File: src/design/ehd_pkg.sv
// ----------------------------------------------------------------------------
// ehd_pkg - shared types and constants of the holiday date calculator
// Word formats, range limits, holiday offsets and the month boundary table.
// ----------------------------------------------------------------------------
package ehd_pkg;

   localparam int YearW     = 14;
   localparam int HolW      = 3;
   localparam int BaseW     = 8;
   localparam int CmpStages = 7;
   localparam int DatStages = 4;

   localparam logic [YearW-1:0] YearMin = 14'd1583;
   localparam logic [YearW-1:0] YearMax = 14'd9999;

   // Holiday codes
   localparam logic [HolW-1:0] HolCarnStart = 3'd0;
   localparam logic [HolW-1:0] HolCarnEnd   = 3'd1;
   localparam logic [HolW-1:0] HolGoodFri   = 3'd2;
   localparam logic [HolW-1:0] HolEaster    = 3'd3;
   localparam logic [HolW-1:0] HolAscension = 3'd4;
   localparam logic [HolW-1:0] HolWhitsun   = 3'd5;

   typedef struct packed {
      logic [YearW-1:0] year;
      logic [HolW-1:0]  holiday;
   } req_type;

   typedef struct packed {
      logic [4:0] day_of_month;
      logic [3:0] month_number;
      logic       out_of_range;
   } rsp_type;

   // Easter base value plus what the date stages still need
   typedef struct packed {
      logic [BaseW-1:0] base;
      logic             leap;
      logic [HolW-1:0]  holiday;
      logic             oor;
   } easter_type;

   // Day offset from Easter Sunday, 9-bit two's complement
   function automatic logic [8:0] hol_offset(input logic [HolW-1:0] hol);
      logic [8:0] off;
      begin
         unique case (hol)
            HolCarnStart: off = -9'sd49;
            HolCarnEnd:   off = -9'sd46;
            HolGoodFri:   off = -9'sd2;
            HolEaster:    off = 9'd0;
            HolAscension: off = 9'd39;
            HolWhitsun:   off = 9'd49;
            default:      off = 9'd0;
         endcase
         return off;
      end
   endfunction

   // Days in months 1..m (m = 0 gives 0)
   function automatic logic [8:0] cum_end(input logic [3:0] m, input logic leap);
      logic [8:0] d;
      begin
         unique case (m)
            4'd0:    d = 9'd0;
            4'd1:    d = 9'd31;
            4'd2:    d = 9'd59;
            4'd3:    d = 9'd90;
            4'd4:    d = 9'd120;
            4'd5:    d = 9'd151;
            4'd6:    d = 9'd181;
            4'd7:    d = 9'd212;
            4'd8:    d = 9'd243;
            4'd9:    d = 9'd273;
            4'd10:   d = 9'd304;
            4'd11:   d = 9'd334;
            default: d = 9'd365;
         endcase
         if (leap && m >= 4'd2) begin
            d = d + 9'd1;
         end
         return d;
      end
   endfunction

endpackage

File: src/design/ehd_computus.sv
// ----------------------------------------------------------------------------
// ehd_computus - pipelined Meeus computus
// Seven stages from year to the Easter base value H + L - 7M + 114.
// ----------------------------------------------------------------------------
module ehd_computus
   import ehd_pkg::*;
(
   input  logic       clock,
   input  logic       reset,
   input  logic       in_valid,
   output logic       in_stall,
   input  req_type    in_word,
   output logic       out_valid,
   input  logic       out_stall,
   output easter_type out_word
);

   logic [CmpStages-1:0] valid_ff;
   logic [CmpStages-1:0] en;

   // stage 1
   logic [YearW-1:0] year1_ff;
   logic [7:0]       q100_1_ff;
   logic [9:0]       q19_1_ff;
   logic [HolW-1:0]  hol1_ff;
   logic             oor1_ff;
   logic [26:0]      p100_in;
   logic [28:0]      p19_in;
   // stage 2
   logic [4:0]       a2_ff;
   logic [7:0]       b2_ff;
   logic [6:0]       c2_ff;
   logic [HolW-1:0]  hol2_ff;
   logic             oor2_ff;
   logic [YearW-1:0] c_in;
   logic [YearW-1:0] a_in;
   // stage 3
   logic [4:0]       a3_ff;
   logic [7:0]       b3_ff;
   logic [5:0]       d3_ff;
   logic [1:0]       e3_ff;
   logic [4:0]       f3_ff;
   logic [4:0]       i3_ff;
   logic [1:0]       k3_ff;
   logic             leap3_ff;
   logic [HolW-1:0]  hol3_ff;
   logic             oor3_ff;
   logic [14:0]      pf_in;
   // stage 4
   logic [4:0]       a4_ff;
   logic [7:0]       g4_ff;
   logic [9:0]       p4_ff;
   logic [1:0]       e4_ff;
   logic [4:0]       i4_ff;
   logic [1:0]       k4_ff;
   logic             leap4_ff;
   logic [HolW-1:0]  hol4_ff;
   logic             oor4_ff;
   logic [8:0]       gs_in;
   logic [16:0]      pg_in;
   // stage 5
   logic [4:0]       a5_ff;
   logic [4:0]       h5_ff;
   logic [1:0]       e5_ff;
   logic [4:0]       i5_ff;
   logic [1:0]       k5_ff;
   logic             leap5_ff;
   logic [HolW-1:0]  hol5_ff;
   logic             oor5_ff;
   logic [9:0]       x_in;
   logic [19:0]      px_in;
   logic [9:0]       h_in;
   // stage 6
   logic [4:0]       a6_ff;
   logic [4:0]       h6_ff;
   logic [2:0]       l6_ff;
   logic             leap6_ff;
   logic [HolW-1:0]  hol6_ff;
   logic             oor6_ff;
   logic [7:0]       ys_in;
   logic [14:0]      py_in;
   logic [7:0]       l_in;
   // stage 7
   easter_type       out7_ff;
   logic [9:0]       mx_in;
   logic [BaseW-1:0] base_in;

   // A stage loads when it is empty or its content moves on
   always_comb begin
      en[CmpStages-1] = !valid_ff[CmpStages-1] || !out_stall;
      for (int s = CmpStages - 2; s >= 0; s--) begin
         en[s] = !valid_ff[s] || en[s+1];
      end
   end

   assign in_stall  = !en[0];
   assign out_valid = valid_ff[CmpStages-1];
   assign out_word  = out7_ff;

   always_ff @(posedge clock) begin
      if (reset) begin
         valid_ff <= '0;
      end else begin
         if (en[0]) begin
            valid_ff[0] <= in_valid;
         end
         for (int s = 1; s < CmpStages; s++) begin
            if (en[s]) begin
               valid_ff[s] <= valid_ff[s-1];
            end
         end
      end
   end

   // Reciprocal products for year / 100 and year / 19
   assign p100_in = 27'(in_word.year) * 27'd5243;
   assign p19_in  = 29'(in_word.year) * 29'd27595;

   always_ff @(posedge clock) begin
      if (en[0]) begin
         year1_ff  <= in_word.year;
         q100_1_ff <= p100_in[26:19];
         q19_1_ff  <= p19_in[28:19];
         hol1_ff   <= in_word.holiday;
         oor1_ff   <= (in_word.year < YearMin) || (in_word.year > YearMax);
      end
   end

   assign c_in = year1_ff - YearW'(q100_1_ff * 14'd100);
   assign a_in = year1_ff - YearW'(q19_1_ff * 14'd19);

   always_ff @(posedge clock) begin
      if (en[1]) begin
         a2_ff   <= a_in[4:0];
         b2_ff   <= q100_1_ff;
         c2_ff   <= c_in[6:0];
         hol2_ff <= hol1_ff;
         oor2_ff <= oor1_ff;
      end
   end

   // f = (b + 8) / 25
   assign pf_in = (15'(b2_ff) + 15'd8) * 15'd41;

   always_ff @(posedge clock) begin
      if (en[2]) begin
         a3_ff    <= a2_ff;
         b3_ff    <= b2_ff;
         d3_ff    <= b2_ff[7:2];
         e3_ff    <= b2_ff[1:0];
         f3_ff    <= pf_in[14:10];
         i3_ff    <= c2_ff[6:2];
         k3_ff    <= c2_ff[1:0];
         leap3_ff <= (c2_ff == 7'd0) ? (b2_ff[1:0] == 2'd0) : (c2_ff[1:0] == 2'd0);
         hol3_ff  <= hol2_ff;
         oor3_ff  <= oor2_ff;
      end
   end

   // g = (b - f + 1) / 3
   assign gs_in = 9'(b3_ff) - 9'(f3_ff) + 9'd1;
   assign pg_in = 17'(gs_in) * 17'd171;

   always_ff @(posedge clock) begin
      if (en[3]) begin
         a4_ff    <= a3_ff;
         g4_ff    <= pg_in[16:9];
         p4_ff    <= 10'(a3_ff) * 10'd19 + 10'(b3_ff) - 10'(d3_ff) + 10'd15;
         e4_ff    <= e3_ff;
         i4_ff    <= i3_ff;
         k4_ff    <= k3_ff;
         leap4_ff <= leap3_ff;
         hol4_ff  <= hol3_ff;
         oor4_ff  <= oor3_ff;
      end
   end

   // h = x mod 30
   assign x_in  = p4_ff - 10'(g4_ff);
   assign px_in = 20'(x_in) * 20'd547;
   assign h_in  = x_in - 10'(px_in[19:14]) * 10'd30;

   always_ff @(posedge clock) begin
      if (en[4]) begin
         a5_ff    <= a4_ff;
         h5_ff    <= h_in[4:0];
         e5_ff    <= e4_ff;
         i5_ff    <= i4_ff;
         k5_ff    <= k4_ff;
         leap5_ff <= leap4_ff;
         hol5_ff  <= hol4_ff;
         oor5_ff  <= oor4_ff;
      end
   end

   // l = (32 + 2e + 2i - h - k) mod 7
   assign ys_in = 8'd32 + {5'd0, e5_ff, 1'b0} + {2'd0, i5_ff, 1'b0}
                  - 8'(h5_ff) - 8'(k5_ff);
   assign py_in = 15'(ys_in) * 15'd147;
   assign l_in  = ys_in - 8'(py_in[14:10]) * 8'd7;

   always_ff @(posedge clock) begin
      if (en[5]) begin
         a6_ff    <= a5_ff;
         h6_ff    <= h5_ff;
         l6_ff    <= l_in[2:0];
         leap6_ff <= leap5_ff;
         hol6_ff  <= hol5_ff;
         oor6_ff  <= oor5_ff;
      end
   end

   // m = (a + 11h + 22l) / 451 is 0 or 1
   assign mx_in   = 10'(a6_ff) + 10'(h6_ff) * 10'd11 + 10'(l6_ff) * 10'd22;
   assign base_in = 8'(h6_ff) + 8'(l6_ff) + 8'd114 - ((mx_in >= 10'd451) ? 8'd7 : 8'd0);

   always_ff @(posedge clock) begin
      if (en[6]) begin
         out7_ff.base    <= base_in;
         out7_ff.leap    <= leap6_ff;
         out7_ff.holiday <= hol6_ff;
         out7_ff.oor     <= oor6_ff;
      end
   end

endmodule

File: src/design/easter_holiday_date_calc_top.sv
// ----------------------------------------------------------------------------
// Throughput: one word per cycle while rsp is not stalled.
// Each of the 11 stages holds one word.
// A stall on rsp backs up only the stages that are full; bubbles close up.
// Reset (synchronous, active high) clears all stage valid bits; data regs keep.
// ----------------------------------------------------------------------------
// easter_holiday_date_calc_top - holiday date calculator
// Meeus computus, then day of year, holiday offset and conversion back to
// day and month.
// ----------------------------------------------------------------------------
module easter_holiday_date_calc_top
   import ehd_pkg::*;
(
   input  logic    clock,
   input  logic    reset,
   input  logic    req_valid,
   output logic    req_stall,
   input  req_type req_word,
   output logic    rsp_valid,
   input  logic    rsp_stall,
   output rsp_type rsp_word
);

   // Computus front end hands over the Easter base value
   logic       cmp_valid;
   logic       cmp_stall;
   easter_type cmp_word;

   ehd_computus u_computus (
      .clock     (clock),
      .reset     (reset),
      .in_valid  (req_valid),
      .in_stall  (req_stall),
      .in_word   (req_word),
      .out_valid (cmp_valid),
      .out_stall (cmp_stall),
      .out_word  (cmp_word)
   );

   logic [DatStages-1:0] valid_ff;
   logic [DatStages-1:0] en;

   // Stage D1: day of year of Easter Sunday
   logic [6:0]      doy1_ff;
   logic            leap1_ff;
   logic [HolW-1:0] hol1_ff;
   logic            oor1_ff;
   logic            em4_in;
   logic [7:0]      ed_in;
   logic [7:0]      doy_in;
   // Stage D2: day of year of the holiday
   logic [7:0]      tgt2_ff;
   logic            leap2_ff;
   logic            oor2_ff;
   logic [8:0]      tgt_in;
   // Stage D3: month found
   logic [7:0]      tgt3_ff;
   logic [3:0]      mon3_ff;
   logic            leap3_ff;
   logic            oor3_ff;
   logic [3:0]      mon_in;
   // Stage D4: output register
   rsp_type         rsp_ff;
   logic [8:0]      day_in;

   // Move a stage when it is empty or the next one takes its word
   always_comb begin
      en[DatStages-1] = !valid_ff[DatStages-1] || !rsp_stall;
      for (int s = DatStages - 2; s >= 0; s--) begin
         en[s] = !valid_ff[s] || en[s+1];
      end
   end

   assign cmp_stall = !en[0];
   assign rsp_valid = valid_ff[DatStages-1];
   assign rsp_word  = rsp_ff;

   always_ff @(posedge clock) begin
      if (reset) begin
         valid_ff <= '0;
      end else begin
         if (en[0]) begin
            valid_ff[0] <= cmp_valid;
         end
         for (int s = 1; s < DatStages; s++) begin
            if (en[s]) begin
               valid_ff[s] <= valid_ff[s-1];
            end
         end
      end
   end

   // Easter is in March (base 93..123) or April (base 124..154)
   assign em4_in = cmp_word.base >= 8'd124;
   assign ed_in  = cmp_word.base - (em4_in ? 8'd123 : 8'd92);
   // Add January, February and, for April, March
   assign doy_in = ed_in + 8'd59 + 8'(cmp_word.leap) + (em4_in ? 8'd31 : 8'd0);

   always_ff @(posedge clock) begin
      if (en[0]) begin
         doy1_ff  <= doy_in[6:0];
         leap1_ff <= cmp_word.leap;
         hol1_ff  <= cmp_word.holiday;
         oor1_ff  <= cmp_word.oor;
      end
   end

   // Apply the holiday offset; the sum stays positive for valid years
   assign tgt_in = 9'(doy1_ff) + hol_offset(hol1_ff);

   always_ff @(posedge clock) begin
      if (en[1]) begin
         tgt2_ff  <= tgt_in[7:0];
         leap2_ff <= leap1_ff;
         oor2_ff  <= oor1_ff;
      end
   end

   // Month = 1 + number of month ends the day of year lies beyond
   always_comb begin
      mon_in = 4'd1;
      for (int m = 1; m < 12; m++) begin
         if (9'(tgt2_ff) > cum_end(4'(m), leap2_ff)) begin
            mon_in = mon_in + 4'd1;
         end
      end
   end

   always_ff @(posedge clock) begin
      if (en[2]) begin
         tgt3_ff  <= tgt2_ff;
         mon3_ff  <= mon_in;
         leap3_ff <= leap2_ff;
         oor3_ff  <= oor2_ff;
      end
   end

   // Drop the days of the preceding months
   assign day_in = 9'(tgt3_ff) - cum_end(mon3_ff - 4'd1, leap3_ff);

   always_ff @(posedge clock) begin
      if (en[3]) begin
         rsp_ff.day_of_month <= oor3_ff ? 5'd0 : day_in[4:0];
         rsp_ff.month_number <= oor3_ff ? 4'd0 : mon3_ff;
         rsp_ff.out_of_range <= oor3_ff;
      end
   end

endmodule

File: config.mk
export PLATFORM = sky130hd
export DESIGN_NAME = easter_holiday_date_calc_top
export DESIGN_NICKNAME = d
export VERILOG_FILES = /design/src/design/ehd_pkg.sv /design/src/design/ehd_computus.sv /design/src/design/easter_holiday_date_calc_top.sv
export SDC_FILE = /design/constraint.sdc
export NUM_CORES = 1
export LEC_CHECK = 0
export ABC_CLOCK_PERIOD_IN_PS = 9210
export BUFFER_PORTS_ARGS = -buffer_cell sky130_fd_sc_hd__clkbuf_2
export CORE_MARGIN = 3
export CORE_UTILIZATION = 32
export CTS_CLUSTER_DIAMETER = 50
export DETAILED_ROUTE_END_ITERATION = 16
export PLACE_DENSITY = 0.49
export RECOVER_POWER = 50
export REMOVE_ABC_BUFFERS = 1
export SLEW_MARGIN = 20
export SYNTH_ARGS = -nofsm -noshare
export SYNTH_HDL_FRONTEND = slang
export SYNTH_SLANG_ARGS = --single-unit
File: constraint.sdc
create_clock -name clock -period 9.21 [get_ports clock]
set_input_delay 0 -clock clock [delete_from_list [all_inputs] [get_ports clock]]
set_output_delay 0 -clock clock [all_outputs]
set_load 0.01 [all_outputs]
==> results of run 1 <==
==> through the flow <==
| step | cell area (um2) | cells | utilization, % | hold WS [ns] |
|---|---|---|---|---|
| after CTS | 25200 | 3018 | 36.4 | 0.00436 |
| after global routing | 25200 | 3018 | 36.4 | 0.203 |
| after global placement | 23900 | 2940 | 34.5 | 0.275 |
| after floorplan | 22500 | 1975 | - | 0.0691 |
| after detailed placement | 23900 | 2940 | 34.5 | 0.291 |
| final | 25200 | 3018 | 36.4 | 0.197 |
==> layer usage <==
layer,track usage (%),vias to the layer above
met3,1.42,49
met4,3.37,0
met1,15.5,6461
met2,21.5,114
li1,-,6778
met5,0,-
==> path summary, 6_finish.rpt <==
check	from	to	slack, ns	depth (start not counted)
setup / recovery	u_computus.p4_ff[0]$_DFFE_PP_	u_computus.h5_ff[4]$_DFFE_PP_	1.97	32
hold / removal	req_word[8]	u_computus.year1_ff[5]$_DFFE_PN_	0.20	1
setup reg to reg	u_computus.p4_ff[0]$_DFFE_PP_	u_computus.h5_ff[4]$_DFFE_PP_	1.97	32
hold reg to reg	u_computus.hol5_ff[2]$_DFFE_PP_	u_computus.hol6_ff[2]$_DFFE_PP_	0.41	0
==> worst register-to-register path, delay by kind of cell (launching register included) <==
family	cells	cell delay [ns]
DFF	1	0.35
xor gates and xnor gates	6	1.20
buffers and inverters	5	0.26
AOI/OAI and AO/OA	9	1.86
and+or+nand+nor	2	0.20
adders and majority gates	10	3.07
==> cells by family (layout without fill, tap and decap cells) <==
family	count (synthesis)	count (layout)	share of synthesized area, %
AO/OA/AOI/OAI	228	228	6.66
XOR/XNOR	151	151	5.99
adder cells (fa/ha/maj)	698	698	45.6
buffers and inverters	475	582	7.91
flip-flops	223	223	29.2
multiplexers	6	6	0.294
AND/OR/NAND/NOR	199	199	4.38
==> state kept, by name (all words and copies together) (netlist names), 6 cells and up <==
signal,flops
tgt2_ff,8
u_computus.year1_ff,7
u_computus.c2_ff,7
u_computus.q100_1_ff,8
u_computus.p4_ff,10
u_computus.d3_ff,6
u_computus.b2_ff,8
u_computus.out_word,12
u_computus.valid_ff,7
u_computus.g4_ff,8
doy1_ff,7
rsp_word,10
==> final cells by class <==
class | count | area, um2 | share of cell area, %
clock inverters | 28 | 307 | 1.22
well taps | 931 | 1160 | 4.63
clock buffers | 38 | 908 | 3.61
flip-flops and latches | 223 | 6590 | 26.2
inverters | 470 | 1760 | 7.01
repair buffers | 46 | 269 | 1.07
multi-input cells | 1282 | 14200 | 56.3
==> cells in the mapped netlist, types with 3 or more instances <==
cell,count,share of area [%]
o21a_1,9,0.30
and2_1,8,0.22
ha_1,493,27
inv_1,470,7.8
o211ai_1,7,0.23
a211o_1,4,0.16
nand2b_1,7,0.19
o21ai_0,29,0.64
a21oi_1,79,1.8
nand2_1,26,0.43
nand4_1,6,0.17
nor3_1,21,0.47
clkbuf_1,5,0.083
a31oi_1,3,0.083
o41ai_1,3,0.12
o21bai_1,23,0.77
a221o_1,3,0.13
nand3_1,27,0.60
nand3b_1,3,0.10
mux2i_1,3,0.13
a21o_1,33,1.1
a211oi_1,10,0.33
nor2_1,69,1.1
a311oi_1,3,0.12
and3_1,6,0.17
xnor2_1,107,4.2
dfxtp_1,11,0.98
fa_1,205,18
xor2_1,41,1.6
edfxtp_1,212,28
o211a_1,3,0.13
nor2b_1,12,0.33
==> timing repair <==
action | in CTS | in global routing
endpoints found under the hold margin | 18 | 0
gates resized for setup | 0 | 0
hold buffers | 12 | 0
==> flow_summary.json, run 1 <==
{
  "critPathMaxFanout": 4,
  "ys_ff_latch": 223,
  "dp_hpwl_um": 36200,
  "first_iter_violations": 350,
  "gr-total-overflow": 0,
  "final_cell_mix": "ha_1 (493), inv_1 (470), edfxtp_1 (212)",
  "die_area_um2": 73700,
  "drv_slew": 0,
  "antenna_found_initial": 1,
  "cpPeakStageDelay_ns": 0.47,
  "root_buffer": "clkbuf_16",
  "syn-cell-area_um2": 22500,
  "grt_pass1_wl_um": 72200,
  "fmax_ghz": 0.138,
  "hp-class": "input pin to flip-flop",
  "wl_met2_um": 20800,
  "yosys_warnings": 0,
  "synthArstFlopShare_pct": 0,
  "synth_flop_cell": "edfxtp_1",
  "status": "finished clean",
  "cts_buffers": 36,
  "mostFrequentLayoutCell": "ha_1",
  "layout_setup_ws_ns": 1.97,
  "grt_pass1_vias": 14571,
  "wl_met3_um": 1120,
  "chipHeight_um": 271,
  "gp_congestion": 0.824,
  "post_cts_buffers": 0,
  "cpMostUsedCell": "ha_1",
  "skew_ns": 0.0299,
  "wirelength_um": 42500,
  "final_net_count": 2778,
  "highest-signal-layer": "met4",
  "fin_tns_setup_ns": 0,
  "synth.distinct_cells": 60,
  "start_util_pct": 32.6,
  "worst_pin_slew_ns": 1.15,
  "path_class": "flip-flop to flip-flop",
  "cpMaxStageDelayCell": "xor2_1",
  "post-route-min-period_ns": 7.24,
  "remaining_drc_errors": 0,
  "cts.sinks": 223,
  "pin_count": 33,
  "slew_headroom_pct": 23.1,
  "maxCapViolations": 0,
  "synthCells": 1980,
  "startpoint_type": "flip-flop",
  "die_width_um": 271,
  "rsz0062_at_grt": "no",
  "critPathBufInv": 5,
  "ant_nets": 0,
  "clock_path_buffers": 3,
  "vias": 13402,
  "grtUsageTotal_pct": 12.1,
  "yosysSeqAreaShare_pct": 29.2,
  "nFillCells": 6887,
  "diodes": 0,
  "coreArea_um2": 69200,
  "cts_tree": "built",
  "period_share_pct": 78.6,
  "synth-edff-count": 212,
  "endpoint_kind": "flip-flop",
  "setup-violations-final": 0,
  "dr.pass1.iters": 4,
  "drt-vias-per-instance": 4.44,
  "worstPathArrival_ns": 7.48,
  "clk_pin_slew_ns": 0.06,
  "grt_max_degree": 40,
  "cp.required_ns": 9.45,
  "io_buffers": 32,
  "avgSynthCellArea_um2": 11.4,
  "area_growth_pct": 11.7,
  "hold_viol_final": 0,
  "post-place-ws_ns": 2.00,
  "met1_length_um": 19700,
  "crit_family": "adder cells",
  "htree_num_levels": 2,
  "num_rows": 96,
  "drive_gt1_share_pct": 4.07,
  "wl_per_cell_um": 14.1,
  "clk_latency_ns": 0.54
}
Power of run 1 is not shown: default switching activity piles up to over one toggle a cycle in this logic, so the estimate is an artifact.
==> run 2, diff against run 1 <==
--- a/config.mk
+++ b/config.mk
@@ -5,7 +5,7 @@
 export SDC_FILE = /design/constraint.sdc
 export NUM_CORES = 1
 export LEC_CHECK = 0
-export ABC_CLOCK_PERIOD_IN_PS = 9210
+export ABC_CLOCK_PERIOD_IN_PS = 7500
 export BUFFER_PORTS_ARGS = -buffer_cell sky130_fd_sc_hd__clkbuf_2
 export CORE_MARGIN = 3
 export CORE_UTILIZATION = 32
==> constraint.sdc (replaced) <==
create_clock -name clock -period 7.5 [get_ports clock]
set_input_delay 0 -clock clock [delete_from_list [all_inputs] [get_ports clock]]
set_output_delay 0 -clock clock [all_outputs]
set_load 0.01 [all_outputs]
==> run 2 against run 1 <==
  * Utilization barely moved
  * Clock skew down 0.0030 ns
  * Global-route usage is 0.11 points higher
  * Via count is 0.75% higher
  * First-iteration DRC count grew 27%
  * Routed wire length increased by 1.2%
  * Final area about the same
  * Highest routed layer unchanged
==> flow_summary.json, run 2 (synthesis results as in run 1) <==
{
  "status": "finished clean",
  "gr-total-overflow": 0,
  "nFillCells": 6848,
  "cpMostUsedCell": "ha_1",
  "period_share_pct": 92.7,
  "reg2reg_depth": 28,
  "clk_pin_slew_ns": 0.05,
  "hold_viol_final": 0,
  "utilization_pct": 36.4,
  "final_net_count": 2777,
  "num_rows": 96,
  "pin_count": 33,
  "antenna_found_initial": 3,
  "wl_per_cell_um": 14.3,
  "grtUsageMet3_pct": 1.43,
  "gp_congestion": 0.839,
  "dp.cells": 2942,
  "root_buffer": "clkbuf_16",
  "skew_ns": 0.0269,
  "post_cts_buffers": 0,
  "grtUsageTotal_pct": 12.2,
  "ant_nets": 0,
  "crit_cells": 28,
  "whs_ns": 0.203,
  "die_width_um": 271,
  "setup-violations-final": 0,
  "final_cell_mix": "ha_1 (493), inv_1 (470), edfxtp_1 (212)",
  "hold_path_depth": 1,
  "remaining_drc_errors": 0,
  "grt_pass1_wl_um": 73300,
  "area_growth_pct": 11.6,
  "mostFrequentLayoutCell": "ha_1",
  "layout.cells.non_filler": 3014,
  "cpMaxStageDelayCell": "edfxtp_1",
  "hp-class": "input pin to flip-flop",
  "clock_path_buffers": 3,
  "grt_max_degree": 40,
  "wirelength_um": 43000,
  "endpoint_kind": "flip-flop",
  "first_iter_violations": 446,
  "clk_latency_ns": 0.55,
  "io_buffers": 32,
  "chipHeight_um": 271,
  "dp_hpwl_um": 36500,
  "met2_usage_pct": 21.5,
  "coreArea_um2": 69200,
  "diodes": 0,
  "crit_family": "adder cells",
  "die_area_um2": 73700,
  "cp.required_ns": 7.76,
  "critPathBufInv": 1,
  "busiest_layer": "met2",
  "slew_headroom_pct": 4.00,
  "cts_buffers": 34,
  "cpPeakStageDelay_ns": 0.42,
  "dr.pass1.iters": 6,
  "drt-vias-per-instance": 4.48,
  "worst_pin_slew_ns": 1.44,
  "start_util_pct": 32.6,
  "htree_num_levels": 2,
  "vias": 13503,
  "startpoint_type": "flip-flop",
  "largest_reg_flops": 12,
  "drive_gt1_share_pct": 3.98,
  "worstPathArrival_ns": 7.21,
  "critPathMaxFanout": 4,
  "cts.sinks": 223,
  "fin_tns_setup_ns": 0,
  "drv_slew": 0,
  "fmax_ghz": 0.144,
  "maxCapViolations": 0,
  "path_class": "flip-flop to flip-flop",
  "cts_tree": "built",
  "use_met1_pct": 15.8,
  "grt_pass1_vias": 14787,
  "post-route-min-period_ns": 6.95
}
-- run 2: changes by cell type in the layout (fill, tap and decap cells not counted), sizes merged --
cell / before / now
dlygate4sd3: 12 / 11
buf: 2 / 3
bufinv: 3 / 4
clkinv: 11 / 10
inv: 480 / 476
-- run 2: repair_timing --
item | 4_1_cts | 5_1_grt
resized for setup | 0 | 2
hold buffers | 11 | 0
hold endpoints to repair | 17 | 0
endpoints found under the setup margin | 0 | 1
-- run 2: routing by layer --
layer  wire length [um]  share of wire, %  up-vias
met2              20900                49      144
met4                938               2.2        0
li1                   -                 -     6776
met3               1260               2.9       57
met1              19900                46     6526
met5                  0                 0        -
-- run 2: per-stage QoR --
step,instance area (um2),setup slack [ns]
2_1_floorplan,22500,1.01
3_3_place_gp,23900,0.575
3_5_place_dp,23900,0.472
4_1_cts,25200,0.426
5_1_grt,25200,-0.00592
6_report,25200,0.550
-- run 2: final timing paths --
kind | slack [ns] | startpoint | to
setup / recovery | 0.55 | u_computus.p4_ff[1]$_DFFE_PP_ | u_computus.h5_ff[4]$_DFFE_PP_
hold / removal | 0.20 | req_word[8] | u_computus.year1_ff[5]$_DFFE_PN_
setup reg to reg | 0.55 | u_computus.p4_ff[1]$_DFFE_PP_ | u_computus.h5_ff[4]$_DFFE_PP_
hold reg to reg | 0.40 | u_computus.hol6_ff[1]$_DFFE_PP_ | u_computus.out_word[2]$_DFFE_PP_
-- run 2: worst register-to-register path: cells and delay by family, from the launching register on --
kind / cells / cell delay (ns)
compound gates: 9 / 1.94
xor+xnor: 5 / 0.73
fa+ha+maj: 9 / 2.84
buf+inv: 1 / 0.05
flops: 1 / 0.42
simple gates: 4 / 0.72
-- run 2: area by class of cell --
| cell class | instances | area (um2) | area share [%] |
|---|---|---|---|
| well taps | 931 | 1160 | 4.63 |
| clock inverters | 24 | 313 | 1.24 |
| clock buffers | 37 | 862 | 3.43 |
| flip-flops and latches | 223 | 6590 | 26.2 |
| repair buffers | 47 | 270 | 1.07 |
| inverters | 470 | 1760 | 7.01 |
| multi-input cells | 1282 | 14200 | 56.4 |
Power of run 2 is left out for the same reason.
==> run 3, diff against run 2 <==
--- a/config.mk
+++ b/config.mk
@@ -12,7 +12,6 @@
 export CTS_CLUSTER_DIAMETER = 50
 export DETAILED_ROUTE_END_ITERATION = 16
 export PLACE_DENSITY = 0.49
-export RECOVER_POWER = 50
 export REMOVE_ABC_BUFFERS = 1
 export SLEW_MARGIN = 20
 export SYNTH_ARGS = -nofsm -noshare
==> run 3 against run 2 <==
  * Register-to-register slack barely moved
  * Count of clock-buffer cells in the layout unchanged
  * Final area increased by 0.12%
  * First-iteration DRC count is 3.6% higher
  * Sequential share of layout area about the same
  * Utilization about the same
  * Clock skew is essentially flat
  * Routed wire length shrank 0.11%
  * Flip-flop and latch count unchanged
  * Critical path type unchanged
  * Largest cell class unchanged
==> flow_summary.json, run 3 (synthesis results as in run 1) <==
{
  "status": "finished clean",
  "maxCapViolations": 0,
  "io_buffers": 32,
  "period_share_pct": 92.6,
  "vias": 13500,
  "r2r_start": "u_computus.p4_ff[1]$_DFFE_PP_",
  "htree_num_levels": 2,
  "die_area_um2": 73700,
  "slew_headroom_pct": 32.0,
  "post_cts_buffers": 0,
  "critPathMaxFanout": 4,
  "drt-vias-per-instance": 4.48,
  "cp.required_ns": 7.76,
  "drv_slew": 0,
  "wl_per_cell_um": 14.3,
  "crit_path_start": "u_computus.p4_ff[1]$_DFFE_PP_",
  "mostFrequentLayoutCell": "ha_1",
  "gp_congestion": 0.839,
  "grt_max_degree": 40,
  "cpMaxStageDelayCell": "edfxtp_1",
  "post-route-min-period_ns": 6.95,
  "die_width_um": 271,
  "startpoint_type": "flip-flop",
  "setup-violations-final": 0,
  "hold_viol_final": 0,
  "skew_ns": 0.0270,
  "rr_endpoint": "u_computus.h5_ff[4]$_DFFE_PP_",
  "pin_count": 33,
  "coreArea_um2": 69200,
  "clk_pin_slew_ns": 0.05,
  "worst_pin_slew_ns": 1.02,
  "antenna_found_initial": 3,
  "nFillCells": 6838,
  "drive_gt1_share_pct": 5.04,
  "cts_buffers": 34,
  "cpMostUsedCell": "ha_1",
  "cts.sinks": 223,
  "largest_reg_flops": 12,
  "dr.pass1.iters": 4,
  "start_util_pct": 32.6,
  "clock_path_buffers": 3,
  "post-place-ws_ns": 0.472,
  "clk_latency_ns": 0.55,
  "worstPathArrival_ns": 7.20,
  "hp-class": "input pin to flip-flop",
  "num_rows": 96,
  "cpPeakStageDelay_ns": 0.42,
  "diodes": 0,
  "cts_tree": "built",
  "dp_hpwl_um": 36500,
  "final_cell_mix": "ha_1 (493), inv_1 (470), edfxtp_1 (212)",
  "final_net_count": 2777,
  "endpoint_kind": "flip-flop",
  "grt_pass1_wl_um": 73300,
  "reg2reg_slack_ns": 0.55,
  "endpoint": "u_computus.h5_ff[4]$_DFFE_PP_",
  "remaining_drc_errors": 0,
  "whs_ns": 0.0343,
  "chipHeight_um": 271,
  "postPlaceCellArea_um2": 23900,
  "finalInstanceArea_um2": 25200,
  "root_buffer": "clkbuf_16",
  "path_class": "flip-flop to flip-flop",
  "reg2reg_depth": 28,
  "grtUsageTotal_pct": 12.2,
  "wirelength_um": 43000,
  "gr-total-overflow": 0,
  "layout_setup_ws_ns": 0.553,
  "first_iter_violations": 462,
  "ant_nets": 0,
  "fmax_ghz": 0.144,
  "grt_pass1_vias": 14787,
  "utilization_pct": 36.4,
  "area_growth_pct": 11.7
}
[run 3: cell types whose count changed in the layout (fill, tap and decap cells not counted)]
| cell | change |
|---|---|
| and2_0 | -1 |
| and2_1 | +1 |
| buf_4 | +1 |
| clkbuf_1 | -22 |
| clkbuf_2 | +21 |
[run 3: per-layer routing]
metal | wire, um | global-route usage, % | share of wire [%]
met5 | 0 | 0 | 0
met4 | 933 | 3.37 | 2.2
met3 | 1220 | 1.43 | 2.8
met2 | 21000 | 21.5 | 49
met1 | 19800 | 15.8 | 46
[run 3: worst min-delay path by stage]
| stage | to | startpoint | cells past startpoint | slack [ns] |
|---|---|---|---|---|
| 2_1_floorplan | u_computus.valid_ff[0]$_SDFFE_PP0N_ | reset | 1 | 0.07 |
| 3_3_place_gp | valid_ff[3]$_SDFFE_PP0P_ | rsp_stall | 3 | 0.27 |
| 3_5_place_dp | valid_ff[3]$_SDFFE_PP0P_ | rsp_stall | 3 | 0.27 |
| 4_1_cts | u_computus.year1_ff[6]$_DFFE_PN_ | req_word[9] | 1 | 0.005 |
| 5_1_grt | u_computus.year1_ff[6]$_DFFE_PN_ | req_word[9] | 1 | 0.02 |
| 6_report | u_computus.year1_ff[6]$_DFFE_PN_ | req_word[9] | 1 | 0.03 |
[run 3: critical path, delay by kind of cell (launching register included)]
kind	cells	cell delay, ns
adder cells (fa/ha/maj)	9	2.83
AO/OA/AOI/OAI	9	1.92
XOR/XNOR	5	0.73
AND/OR/NAND/NOR	4	0.72
flip-flops	1	0.42
buffers and inverters	1	0.05
[run 3: metrics by stage]
stage / instances / TNS [ns]
2_1_floorplan: 1975 / 0
3_3_place_gp: 2942 / 0
3_5_place_dp: 2942 / 0
4_1_cts: 3014 / 0
5_1_grt: 3014 / -0.00592
6_report: 3014 / 0
[run 3: area by class of cell]
cell class	count	area, um2	share of cell area, %
Timing Repair Buffer	47	300	1.19
Multi-Input combinational cell	1282	14200	56.4
Sequential cell	223	6590	26.1
Clock buffer	37	862	3.42
Inverter	470	1760	7.00
Tap cell	931	1160	4.62
Clock inverter	24	313	1.24
[run 3: what timing repair did]
item / 4_1_cts / 5_1_grt
setup endpoints to repair: 0 / 1
hold buffers: 11 / 0
hold endpoints to repair: 17 / 0
gates resized for setup: 0 / 2
Power of run 3 is left out for the same reason.
